$ cat config.mk
export PLATFORM = sky130hd
export DESIGN_NAME = fsat_div
export DESIGN_NICKNAME = d
export VERILOG_FILES = /design/src/rtl/core/fsat_pkg.sv /design/src/rtl/core/fsat_div.sv
export SDC_FILE = /design/constraint.sdc
export NUM_CORES = 1
export LEC_CHECK = 0
export ABC_AREA = 1
export BUFFER_PORTS_ARGS = -buffer_cell sky130_fd_sc_hd__buf_2
export CAP_MARGIN = 0
export CORE_MARGIN = 10
export CORE_UTILIZATION = 50
export DETAILED_ROUTE_END_ITERATION = 12
export GPL_TIMING_DRIVEN = 0
export HOLD_SLACK_MARGIN = 0.02
export PLACE_DENSITY = 0.79
export SKIP_CTS_REPAIR_TIMING = 1
export SYNTH_ARGS = -nofsm -noshare
export SYNTH_HDL_FRONTEND = slang
export SYNTH_SLANG_ARGS = --single-unit
$ cat constraint.sdc
create_clock -name clk -period 5.6 [get_ports clk]
set_input_delay 0.56 -clock clk [delete_from_list [all_inputs] [get_ports clk]]
set_output_delay 0.56 -clock clk [all_outputs]
set_load 0.005 [all_outputs]
$ cat src/rtl/core/fsat_pkg.sv
// fsat_pkg: shared types and constants for the fragment send/ack tracker
// no dependencies; used by every file in rtl/core
package fsat_pkg;

  localparam int MAX_PARTS    = 256;
  localparam int HEADER_BYTES = 8;

  localparam int IDX_W    = $clog2(MAX_PARTS);
  localparam int CNT_W    = 8;
  localparam int LOCK_W   = 32;
  localparam int MTU_W    = 16;
  localparam int LEN_W    = 24;
  localparam int BUF_W    = 25;
  localparam int STRIDE_W = 17;
  localparam int OFF_W    = 24;
  localparam int BLEN_W   = 17;
  localparam int STAT_W   = 3;
  localparam int MODE_W   = 2;
  localparam int CFG_IDX_W = 1;
  localparam int CFG_DAT_W = 32;
  localparam int STEP_W   = $clog2(LEN_W);

  localparam logic [MODE_W-1:0] MODE_START = 2'd0;
  localparam logic [MODE_W-1:0] MODE_FETCH = 2'd1;
  localparam logic [MODE_W-1:0] MODE_ACK   = 2'd2;

  localparam logic [STAT_W-1:0] STAT_NONE     = 3'd0;
  localparam logic [STAT_W-1:0] STAT_CHOSEN   = 3'd1;
  localparam logic [STAT_W-1:0] STAT_ALL_ACK  = 3'd2;
  localparam logic [STAT_W-1:0] STAT_STARTED  = 3'd3;
  localparam logic [STAT_W-1:0] STAT_OVERFLOW = 3'd4;

  localparam logic [CFG_IDX_W-1:0] CFG_MTU   = 1'd0;
  localparam logic [CFG_IDX_W-1:0] CFG_DELAY = 1'd1;

  localparam logic [MTU_W-1:0]  MTU_RESET   = 16'd500;
  localparam logic [LOCK_W-1:0] DELAY_RESET = 32'd10000;

  typedef struct packed {
    logic              done;
    logic [LOCK_W-1:0] lock;
  } ent_t;

  typedef enum logic [2:0] {
    S_IDLE,
    S_DIV,
    S_CLEAR,
    S_SCAN,
    S_MUL,
    S_LEN,
    S_ACK
  } fsm_t;

endpackage

$ cat src/rtl/core/fsat_div.sv
// fsat_div: restoring divider, one quotient bit per cycle
// depends on fsat_pkg
module fsat_div (
  input  logic                        clk,
  input  logic                        rst_n,
  input  logic                        go,
  input  logic [fsat_pkg::LEN_W-1:0]  dividend,
  input  logic [fsat_pkg::MTU_W-1:0]  divisor,
  output logic                        done,
  output logic [fsat_pkg::LEN_W-1:0]  quotient,
  output logic [fsat_pkg::MTU_W-1:0]  remainder
);

  logic                         busy_r;
  logic                         done_r;
  logic [fsat_pkg::STEP_W-1:0]  step_r;
  logic [fsat_pkg::LEN_W-1:0]   quo_r;
  logic [fsat_pkg::MTU_W-1:0]   rem_r;
  logic [fsat_pkg::MTU_W-1:0]   dsr_r;
  logic [fsat_pkg::MTU_W:0]     trial;
  logic [fsat_pkg::MTU_W:0]     diff;
  logic                         ge;

  assign trial = {rem_r, quo_r[fsat_pkg::LEN_W-1]};
  assign ge    = trial >= {1'b0, dsr_r};
  assign diff  = trial - {1'b0, dsr_r};

  always_ff @(posedge clk) begin
    if (!rst_n) begin
      busy_r <= 1'b0;
      done_r <= 1'b0;
      step_r <= '0;
    end else begin
      done_r <= 1'b0;
      if (go) begin
        busy_r <= 1'b1;
        step_r <= '0;
      end else if (busy_r) begin
        step_r <= step_r + 1'b1;
        if (step_r == fsat_pkg::STEP_W'(fsat_pkg::LEN_W - 1)) begin
          busy_r <= 1'b0;
          done_r <= 1'b1;
        end
      end
    end
  end

  always_ff @(posedge clk) begin
    if (go) begin
      quo_r <= dividend;
      rem_r <= '0;
      dsr_r <= divisor;
    end else if (busy_r) begin
      quo_r <= {quo_r[fsat_pkg::LEN_W-2:0], ge};
      rem_r <= ge ? diff[fsat_pkg::MTU_W-1:0] : trial[fsat_pkg::MTU_W-1:0];
    end
  end

  assign done      = done_r;
  assign quotient  = quo_r;
  assign remainder = rem_r;

endmodule

# Word-level counts from Yosys, hierarchy flattened
# Index checks and enable logic that the tools add are counted.
totals:
  wordCells: 22
  output_inout_bits: 41
  ff_bits: 63
classes:
  magnitude_cmp: 1
  n_reduce_logical: 3
  mux: 7
  n_bitwise: 2
  n_addsub: 2
  eq_ne: 1
op_table:
  columns: ["operator", "n"]
  rows:
  - ["$mux W24", 2]
  - ["$ge A17 B16 Y1", 1]
  - ["$mux W16", 1]
  - ["$sub A16 B16 Y16", 1]
  - ["$add A5 B1 Y5 const B", 1]
  - ["$eq A5 B5 Y1 const B", 1]
  - ["$mux W1", 4]
  - ["$reduce_or A3 Y1", 1]
  - ["$not A1 Y1", 2]
  - ["$reduce_bool A2 Y1", 1]
  - ["$reduce_or A2 Y1", 1]

# Logic depth before layout (Yosys ltp)
# Gate-level depths: netlist of the first run.
logic_depth:
  word_depth: 4
  ltp_mapped: 14
  ltp_nobuf: 14

# Worst setup path before layout of the first run
# OpenSTA, ideal clock, no wires.
synth_timing:
  path_type: "register -> register"
  start: "reg quo_r (netlist bit quotient[23])"
  end: "reg rem_r (netlist bit remainder[14])"
  period_less_slack_ns: 1.809
  required_ns: 5.488
  stages_incl_launch_ff: 12
  slack_ns: 3.791
  t_arrival_ns: 1.697
  n_path_buf: 0
  setup_time_ns: 0.112
  path_cell_list: "edfxtp_1 > inv_1 > ha_1 > fa_1 > nor2_1 > nor2_1 > o21ai_1 > nand2_1 > nand3_1 > nand3_2 > nand2_1 > nand2_1"
synth_between:
  elab_chain_len: 2
  word_cells_on_any_way: 3
synth_lines:
  columns: ["element", "line_no", "source"]
  rows:
  - ["from (decl)", "fsat_div.sv:17", "logic [fsat_pkg::LEN_W-1:0] quo_r;"]
  - ["from (signal assigned)", "fsat_div.sv:50", "quo_r <= dividend;"]
  - ["from (signal assigned)", "fsat_div.sv:54", "quo_r <= {quo_r[fsat_pkg::LEN_W-2:0], ge};"]
  - ["$sub A16 B16 Y16 / $ge A17 B16 Y1 (equally long branches)", "fsat_div.sv:26, fsat_div.sv:25", null]
  - ["$mux W16 (*)", "fsat_div.sv:55", "rem_r <= ge ? diff[fsat_pkg::MTU_W-1:0] : trial[fsat_pkg::MTU_W-1:0];"]
  - ["to (signal assigned)", "fsat_div.sv:55", null]
  - ["to (decl)", "fsat_div.sv:18", "logic [fsat_pkg::MTU_W-1:0] rem_r;"]
# Every way passes the cells marked *; elsewhere a longest branch is shown, timed or not.
# A chain may end at the register's enable or synchronous reset.

==> results of run 1 <==
[critical path, cell delays in order]
cell	delay (ps)
buf_2	240
clkbuf_1	270
nor2_1	610
inv_2	500
o21ai_0	320
[per-layer routing]
metal | up-vias | global-route usage [%] | share of wire [%]
met5 | - | 0 | 0
met4 | 0 | 7.75 | 1.4
met3 | 12 | 6.52 | 10
met2 | 135 | 27.2 | 46
met1 | 1526 | 20.2 | 42
li1 | 1710 | - | -
[kinds of logic (layout without fill, tap and decap cells)]
logic type      count (synthesis)  in the layout  share of synthesized area, %
compound gates                 26             26                          4.10
buf+inv                        87            186                          9.44
xor+xnor                        6              6                          1.45
simple gates                  279            279                          32.9
fa+ha+maj                      18             18                          6.41
flops                          63             63                          45.7
[stage by stage]
step	instances	hold WS, ps	utilization [%]	instance area [µm²]	total power [mW]
after floorplan	479	443	-	3630	0.635
after global placement	661	463	58.1	4170	0.694
after detailed placement	661	470	58.1	4170	0.697
after CTS	677	378	60.7	4360	1.08
after global routing	677	369	60.7	4360	1.13
final	677	397	60.7	4360	1.07
[layout by cell type, fill, tap and decap left out, drive strengths merged, types with 3 or more instances in the layout]
cell type  instances
nor2              23
nand3b             7
a31oi              3
nand4              4
nand2            193
a21oi             11
edfxtp            40
dfxtp             23
ha                17
nand3             39
o21ai              9
xnor2              4
nor3              11
clkinv             5
clkbuf            15
buf               87
inv               78
[worst min path at each step]
stage                           start                 end  slack (ps)  cells past startpoint
3_3_place_gp   step_r[4]$_SDFFE_PP0P_   busy_r$_SDFF_PN0_         460                      1
2_1_floorplan  step_r[4]$_SDFFE_PP0P_   busy_r$_SDFF_PN0_         440                      1
4_1_cts                    divisor[6]  dsr_r[6]$_DFFE_PP_         380                      1
6_report                   divisor[0]  dsr_r[0]$_DFFE_PP_         400                      1
3_5_place_dp   step_r[4]$_SDFFE_PP0P_   busy_r$_SDFF_PN0_         470                      1
5_1_grt                    divisor[2]  dsr_r[2]$_DFFE_PP_         370                      1
[layout make-up]
cell class / count / area, µm² / area share (%)
Sequential cell: 63 / 1660 / 38.1
Buffer: 9 / 50.0 / 1.15
Timing Repair Buffer: 83 / 415 / 9.53
Inverter: 78 / 293 / 6.72
Clock inverter: 6 / 60.1 / 1.38
Multi-Input combinational cell: 329 / 1630 / 37.3
Clock buffer: 10 / 128 / 2.93
Tap cell: 99 / 124 / 2.84
[cells in the mapped netlist]
library cell,n
nor2_2,2
inv_1,75
nand3b_1,7
nor2_4,1
o21ai_2,1
buf_2,1
a31oi_1,3
o21ai_1,1
nand2_4,2
buf_4,2
clkinv_1,1
nand3_2,3
a21oi_1,10
o21bai_1,1
nor3_1,11
a211oi_1,1
nand2_1,191
nor4_1,2
inv_2,2
clkbuf_1,5
nand3_1,36
fa_1,1
o21ai_0,7
a21oi_2,1
nor2_1,20
dfxtp_1,23
buf_6,1
xnor2_1,4
o21a_1,1
nand4_1,4
xor2_1,2
edfxtp_1,40
ha_1,17
[sequential cells by signal, summed over array words and instances (netlist names)]
| register | cells |
|---|---|
| done | 1 |
| remainder | 16 |
| dsr_r | 16 |
| step_r | 5 |
| quotient | 24 |
| busy_r | 1 |
[power groups by stage]
stage	Sequential, mW	Clock, mW	Combinational (mW)
after floorplan	0.553	0	0.0819
after global placement	0.553	0	0.141
after detailed placement	0.553	0	0.144
after CTS	0.544	0.392	0.144
after global routing	0.547	0.416	0.165
final	0.544	0.384	0.144
==> results.yml, run 1 <==
drt:
  drc: 0
  routed_via_density: 5.00
  via_count: 3383
  drtPass1Iterations: 4
  totalWireLength_mm: 9.20
  routedWlPerCell_um: 13.6
  ant_nets: 0
  drt_iter0_drc: 244
power_and_ir_drop:
  clkPwrFrac_pct: 35.8
  p_sw_share_pct: 26.3
  p_seq_share_pct: 50.7
  peakVddDrop_v: 0.000197
  intPower_uw: 790
  combPwrFrac_pct: 13.4
  p_leak_nw: 2.33
  switching_power_uw: 281
  power_density_nw_per_um2: 246
global_routing:
  antenna_found_initial: 0
  grt_pass1_wl_mm: 15.8
  grt_overflow: 0
  grt_max_degree: 33
  grt_usage_pct: 17.1
  grt_pass1_vias: 3466
timing:
  max_slew_margin_pct: 51.0
  fin_skew_ps: 9.17
  final-hold-violation-count: 0
  slew_violations: 0
  period_needed_ps: 2280
  worstMarginPinSlew_ps: 732
  setup_viol: 0
  finalWorstSetupSlack_ps: 3320
  post-route-period-util_pct: 40.7
  fin_tns_setup_ps: 0
  fmax_ghz: 0.439
  rsz0062_at_grt: "false"
cells_and_area:
  syn2layout_area_growth_pct: 20.0
  fill_cells: 648
  n_antenna_cell: 0
  nets: 634
  drive_gt1_share_pct: 19.4
die:
  die_w_um: 105
  rows: 31
  core_area_um2: 7180
  num_io_pins: 84
  die_area_um2: 11100
  start_util_pct: 50.6
  die_h_um: 105
logic_synthesis:
  syn-num-nets: 540
  synthDistinctLibCells: 33
  syn_avg_cell_area_um2: 7.58
  synth_top_cell_by_area: "edfxtp_1"
  yosysWarningCount: 0
  synth_top_area_share_pct: 33.1
  yosysSeqAreaShare_pct: 45.7
  syn-cell-area_um2: 3630
  synth_area_leaders: "edfxtp_1 33%, nand2_1 20%, dfxtp_1 13%"
  synth_seq_cells: 63
  synth_cells: 479
setup_path:
  crit_required_ps: 5850
  cp.arrival_ps: 2520
  cp-end-kind: "register"
  cp-startpoint: "go"
  ff2ff_path_depth: 11
  r2r-start: "quotient[23]$_DFFE_PP_"
  setup.worst_path.end: "remainder[2]$_SDFFE_PP0P_"
  worstSetupStartpointType: "input pin"
  r2r_slack_ps: 3510
  r2r_end: "remainder[14]$_SDFFE_PP0P_"
  cp_max_fo: 32
  worstSetupPathType: "in2reg"
clock_network:
  clk_path_buf_depth: 2
  clock-sinks: 63
  clockRootBuffer: "clkbuf_8"
  cts_tree: "built"
  h-tree-depth: 3
  clock_insertion_delay_worst_skew_ps: 330
  cts_inserted_buffers: 9
  path_clk_slew_ps: 80
run:
  max-cap-violations: 0
placement:
  dp_hpwl_mm: 7.16
  portBuffers: 83
  globalplace.congestion: 0.967
  pre_cts_ws_ps: 2970
min_path:
  hold_path_class: "in2reg"
run_status:
  status: "finished, final reports clean"
Power figures use the tool's default switching activity.
==> inputs of run 2 (changes only) <==
- clock period: 5.6 -> 2.1 ns (I/O delays scaled with it)
==> results.yml, run 2 (synthesis gave the netlist of run 1 again) <==
timing:
  slew_violations: 0
  setup_viol: 0
  fmax_ghz: 0.499
  post-route-period-util_pct: 95.4
  finalWorstSetupSlack_ps: 95.7
  whs_ps: 48.7
  worstMarginPinSlew_ps: 682
  fin_tns_setup_ps: 0
  fin_skew_ps: 9.38
  final-hold-violation-count: 0
  period_needed_ps: 2000
  max_slew_margin_pct: 54.4
clock_network:
  h-tree-depth: 3
  cts_tree: "built"
  path_clk_slew_ps: 70
  clk_path_buf_depth: 2
  clock_insertion_delay_worst_skew_ps: 330
  cts_inserted_buffers: 9
  clock-sinks: 63
  clockRootBuffer: "clkbuf_8"
die:
  rows: 31
  die_h_um: 105
  die_w_um: 105
  start_util_pct: 50.6
  num_io_pins: 84
  die_area_um2: 11100
  core_area_um2: 7180
cells_and_area:
  layout_common_cells: "186 x nand2_1, 84 x buf_2, 75 x inv_1"
  nets: 643
  n_antenna_cell: 0
  final_cells: 686
  largest_reg_flops: 24
  layout_commonest_cell: "nand2_1"
  fin_util_pct: 63.0
  syn2layout_area_growth_pct: 24.4
  final_cell_area_um2: 4520
  drive_gt1_share_pct: 23.5
placement:
  place_area_um2: 4170
  placed_cells: 661
  portBuffers: 83
  pre_cts_ws_ps: -177
  dp_hpwl_mm: 7.16
  globalplace.congestion: 0.967
global_routing:
  grt_max_degree: 33
  antenna_found_initial: 0
  grt_usage_pct: 17.1
  grt_pass1_vias: 3466
  grt_overflow: 0
  grt_pass1_wl_mm: 15.8
setup_path:
  cp_slowest_stage_delay_ps: 390
  worstSetupStartpointType: "register"
  cp_slowest_cell: "ha_1"
  crit_path_frequent_cell: "nand2_1"
  crit_chain: "ha_1 > nand2_1 > nor2_2 > nand4_1 > nand2_1 > nor2_4 > nand2_4 > buf_6 > nand2_1 > nand3_2 > o21ai_2"
  r2r_slack_ps: 100
  cp_max_fo: 10
  r2r_end: "remainder[10]$_SDFFE_PP0P_"
  cp-end-kind: "register"
  cp.arrival_ps: 2260
  r2r-start: "remainder[8]$_SDFFE_PP0P_"
  cp_num_buf_inv: 1
  worstSetupPathType: "reg2reg"
  crit_family: "simple AND/OR/NAND/NOR gates"
  ff2ff_path_depth: 11
  crit_required_ps: 2350
drt:
  drc: 0
  routed_via_density: 5.01
  drt_iter0_drc: 198
  totalWireLength_mm: 9.46
  ant_nets: 0
  routedWlPerCell_um: 13.8
  drtPass1Iterations: 4
  via_count: 3435
run:
  max-cap-violations: 0
min_path:
  hold_end: "dsr_r[6]$_DFFE_PP_"
  hold_start: "divisor[6]"
  whs_path_depth: 1
  hold_path_class: "in2reg"
power_and_ir_drop:
  power.total_mw: 2.88
  power_density_nw_per_um2: 637
  p_leak_nw: 2.37
  peakVddDrop_v: 0.000527
run_status:
  status: "finished, final reports clean"
-- run 2: cell type report --
type / count / area (µm²)
Buffer: 9 / 57.6
Clock buffer: 10 / 128
Clock inverter: 6 / 60.1
Fill cell: 631 / 2660
Inverter: 78 / 293
Multi-Input combinational cell: 329 / 1710
Sequential cell: 63 / 1660
Tap cell: 99 / 124
Timing Repair Buffer: 92 / 488
-- run 2: worst reg2reg max path: cells and delay by family (launching register included) --
kind	cells	cell delay [ps]
adders and majority gates	1	390
buffers and inverters	1	170
and+or+nand+nor	8	980
DFF	1	350
AOI/OAI and AO/OA	1	60
-- run 2: layer usage --
metal  vias to the layer above  global-route usage (%)  wire length (µm)
li1                       1725                       -                 -
met1                      1553                    20.2              3950
met2                       137                    27.2              4370
met3                        20                    6.52               962
met4                         0                    7.75               183
met5                         -                       0                 0
-- run 2: how the worst max path moves through the flow --
stage	from	end	slack, ps	cells after the start
2_1_floorplan	quotient[23]$_DFFE_PP_	remainder[14]$_SDFFE_PP0P_	290	11
3_3_place_gp	go	quotient[15]$_DFFE_PP_	-130	4
3_5_place_dp	go	remainder[2]$_SDFFE_PP0P_	-180	5
4_1_cts	dsr_r[14]$_DFFE_PP_	remainder[10]$_SDFFE_PP0P_	5	10
5_1_grt	dsr_r[5]$_DFFE_PP_	remainder[15]$_SDFFE_PP0P_	-30	12
6_report	remainder[8]$_SDFFE_PP0P_	remainder[10]$_SDFFE_PP0P_	100	11
-- run 2: where the power goes --
part | internal (mW) | switching (mW)
clock | 0.545 | 0.477
sequential | 1.41 | 0.0381
combinational | 0.164 | 0.244
==> inputs of run 3 (changes only) <==
--- a/config.mk
+++ b/config.mk
@@ -8,5 +8,6 @@
 export ABC_AREA = 1
+export ABC_CLOCK_PERIOD_IN_PS = 2100
 export BUFFER_PORTS_ARGS = -buffer_cell sky130_fd_sc_hd__buf_2
 export CAP_MARGIN = 0
-export CORE_MARGIN = 10
+export CORE_MARGIN = 8
 export CORE_UTILIZATION = 50
--- a/constraint.sdc
+++ b/constraint.sdc
@@ -3,2 +3,2 @@
 set_output_delay 0.21 -clock clk [all_outputs]
-set_load 0.005 [all_outputs]
+set_load 0.01 [all_outputs]
==> results.yml, run 3 (synthesis gave the netlist of run 1 again) <==
setup_path:
  cp-end-kind: "register"
  worstSetupStartpointType: "register"
  cp_num_buf_inv: 1
  cp_max_fo: 10
  crit_family: "simple AND/OR/NAND/NOR gates"
  crit_required_ps: 2380
  worstSetupPathType: "reg2reg"
  crit_chain: "ha_1 > a21oi_1 > o21a_1 > nand2_1 > nor2_4 > nand2_4 > buf_6 > nand2_1 > nand3_1 > nand2_1"
  crit_path_frequent_cell: "nand2_1"
  cp_slowest_stage_delay_ps: 380
  cp.arrival_ps: 2260
  cp_slowest_cell: "ha_1"
drt:
  ant_nets: 0
  totalWireLength_mm: 9.36
  drtPass1Iterations: 4
  drc: 0
  routedWlPerCell_um: 13.7
  via_count: 3383
  drt_iter0_drc: 273
  routed_via_density: 4.94
timing:
  post-route-period-util_pct: 94.0
  fin_tns_setup_ps: 0
  fin_skew_ps: 11.7
  final-hold-violation-count: 0
  setup_viol: 0
  period_needed_ps: 1970
  fmax_ghz: 0.507
  slew_violations: 0
  finalWorstSetupSlack_ps: 126
  rsz0062_at_grt: "true"
  max_slew_margin_pct: 55.9
  worstMarginPinSlew_ps: 661
die:
  die_area_um2: 10200
  die_h_um: 101
  num_io_pins: 84
  rows: 31
  start_util_pct: 50.9
  die_w_um: 101
  core_area_um2: 7140
clock_network:
  clockRootBuffer: "clkbuf_8"
  path_clk_slew_ps: 80
  h-tree-depth: 3
  cts_inserted_buffers: 9
  cts_tree: "built"
  clock-sinks: 63
  clk_path_buf_depth: 2
  clock_insertion_delay_worst_skew_ps: 350
power_and_ir_drop:
  power_density_nw_per_um2: 702
  peakVddDrop_v: 0.000650
  p_leak_nw: 2.39
placement:
  dp_hpwl_mm: 7.02
  place_area_um2: 4170
  globalplace.congestion: 0.972
  pre_cts_ws_ps: -192
  portBuffers: 83
global_routing:
  grt_pass1_vias: 3551
  grt_usage_pct: 19.2
  grt_pass1_wl_mm: 15.6
  grt_max_degree: 33
  antenna_found_initial: 0
  grt_use_met1_pct: 20.6
  busiest_layer: "met2"
  grt.met2_usage_pct: 32.4
  use_met3_pct: 7.22
  grt_overflow: 0
cells_and_area:
  n_antenna_cell: 0
  syn2layout_area_growth_pct: 25.0
  largest_reg_flops: 24
  layout_commonest_cell: "nand2_1"
  nets: 642
  final_cell_area_um2: 4540
  drive_gt1_share_pct: 22.5
  layout_common_cells: "187 x nand2_1, 84 x buf_2, 75 x inv_1"
run:
  max-cap-violations: 0
run_status:
  status: "finished, final reports clean"
min_path:
  hold_path_class: "in2reg"
run 3: cell count changes in the layout (fill, tap and decap cells not counted), sizes merged:
cell / before / now
bufinv: 1 / 3
buf: 94 / 91
clkinvlp: 0 / 1
clkinv: 5 / 2
dlygate4sd3: 2 / 4
run 3: path summary, 6_finish.rpt:
path                         startpoint                          to  slack (ps)  cells past startpoint
max          remainder[13]$_SDFFE_PP0P_  remainder[11]$_SDFFE_PP0P_         130                     10
min                          divisor[2]          dsr_r[2]$_DFFE_PP_          40                      1
max reg2reg  remainder[13]$_SDFFE_PP0P_  remainder[11]$_SDFFE_PP0P_         130                     10
min reg2reg      step_r[4]$_SDFFE_PP0P_           busy_r$_SDFF_PN0_         480                      1
run 3: worst register-to-register path: cells and delay by family, from the launching register on:
family / cells / cell delay (ps)
simple gates: 6 / 670
fa+ha+maj: 1 / 380
compound gates: 2 / 370
flops: 1 / 340
buf+inv: 1 / 160
run 3: layer usage:
layer | share of wire [%] | vias up
li1 | - | 1728
met1 | 42 | 1556
met2 | 48 | 86
met3 | 7.6 | 13
met4 | 2.2 | 0
met5 | 0 | -
run 3: layout make-up:
type                       instances  area (µm²)
clock buffer                      10         128
sequential                        63        1660
tap                               99         124
buffer                             9        57.6
clock inverter                     6         118
timing repair buffer              91         485
multi-input combinational        329        1670
fill                             656        2590
inverter                          78         293
run 3: per-stage QoR:
stage	cells	hold slack (ps)	util [%]	total power [mW]
2_1_floorplan	479	309	-	1.71
3_3_place_gp	661	387	58.5	1.87
3_5_place_dp	661	388	58.5	1.88
4_1_cts	677	17.1	61.9	3.19
5_1_grt	685	24.4	63.6	3.32
6_report	685	35.7	63.6	3.19
run 3: power by group:
part | switching [mW] | internal [mW]
Clock | 0.513 | 0.799
Sequential | 0.0389 | 1.41
Combinational | 0.263 | 0.164
Total | 0.814 | 2.37
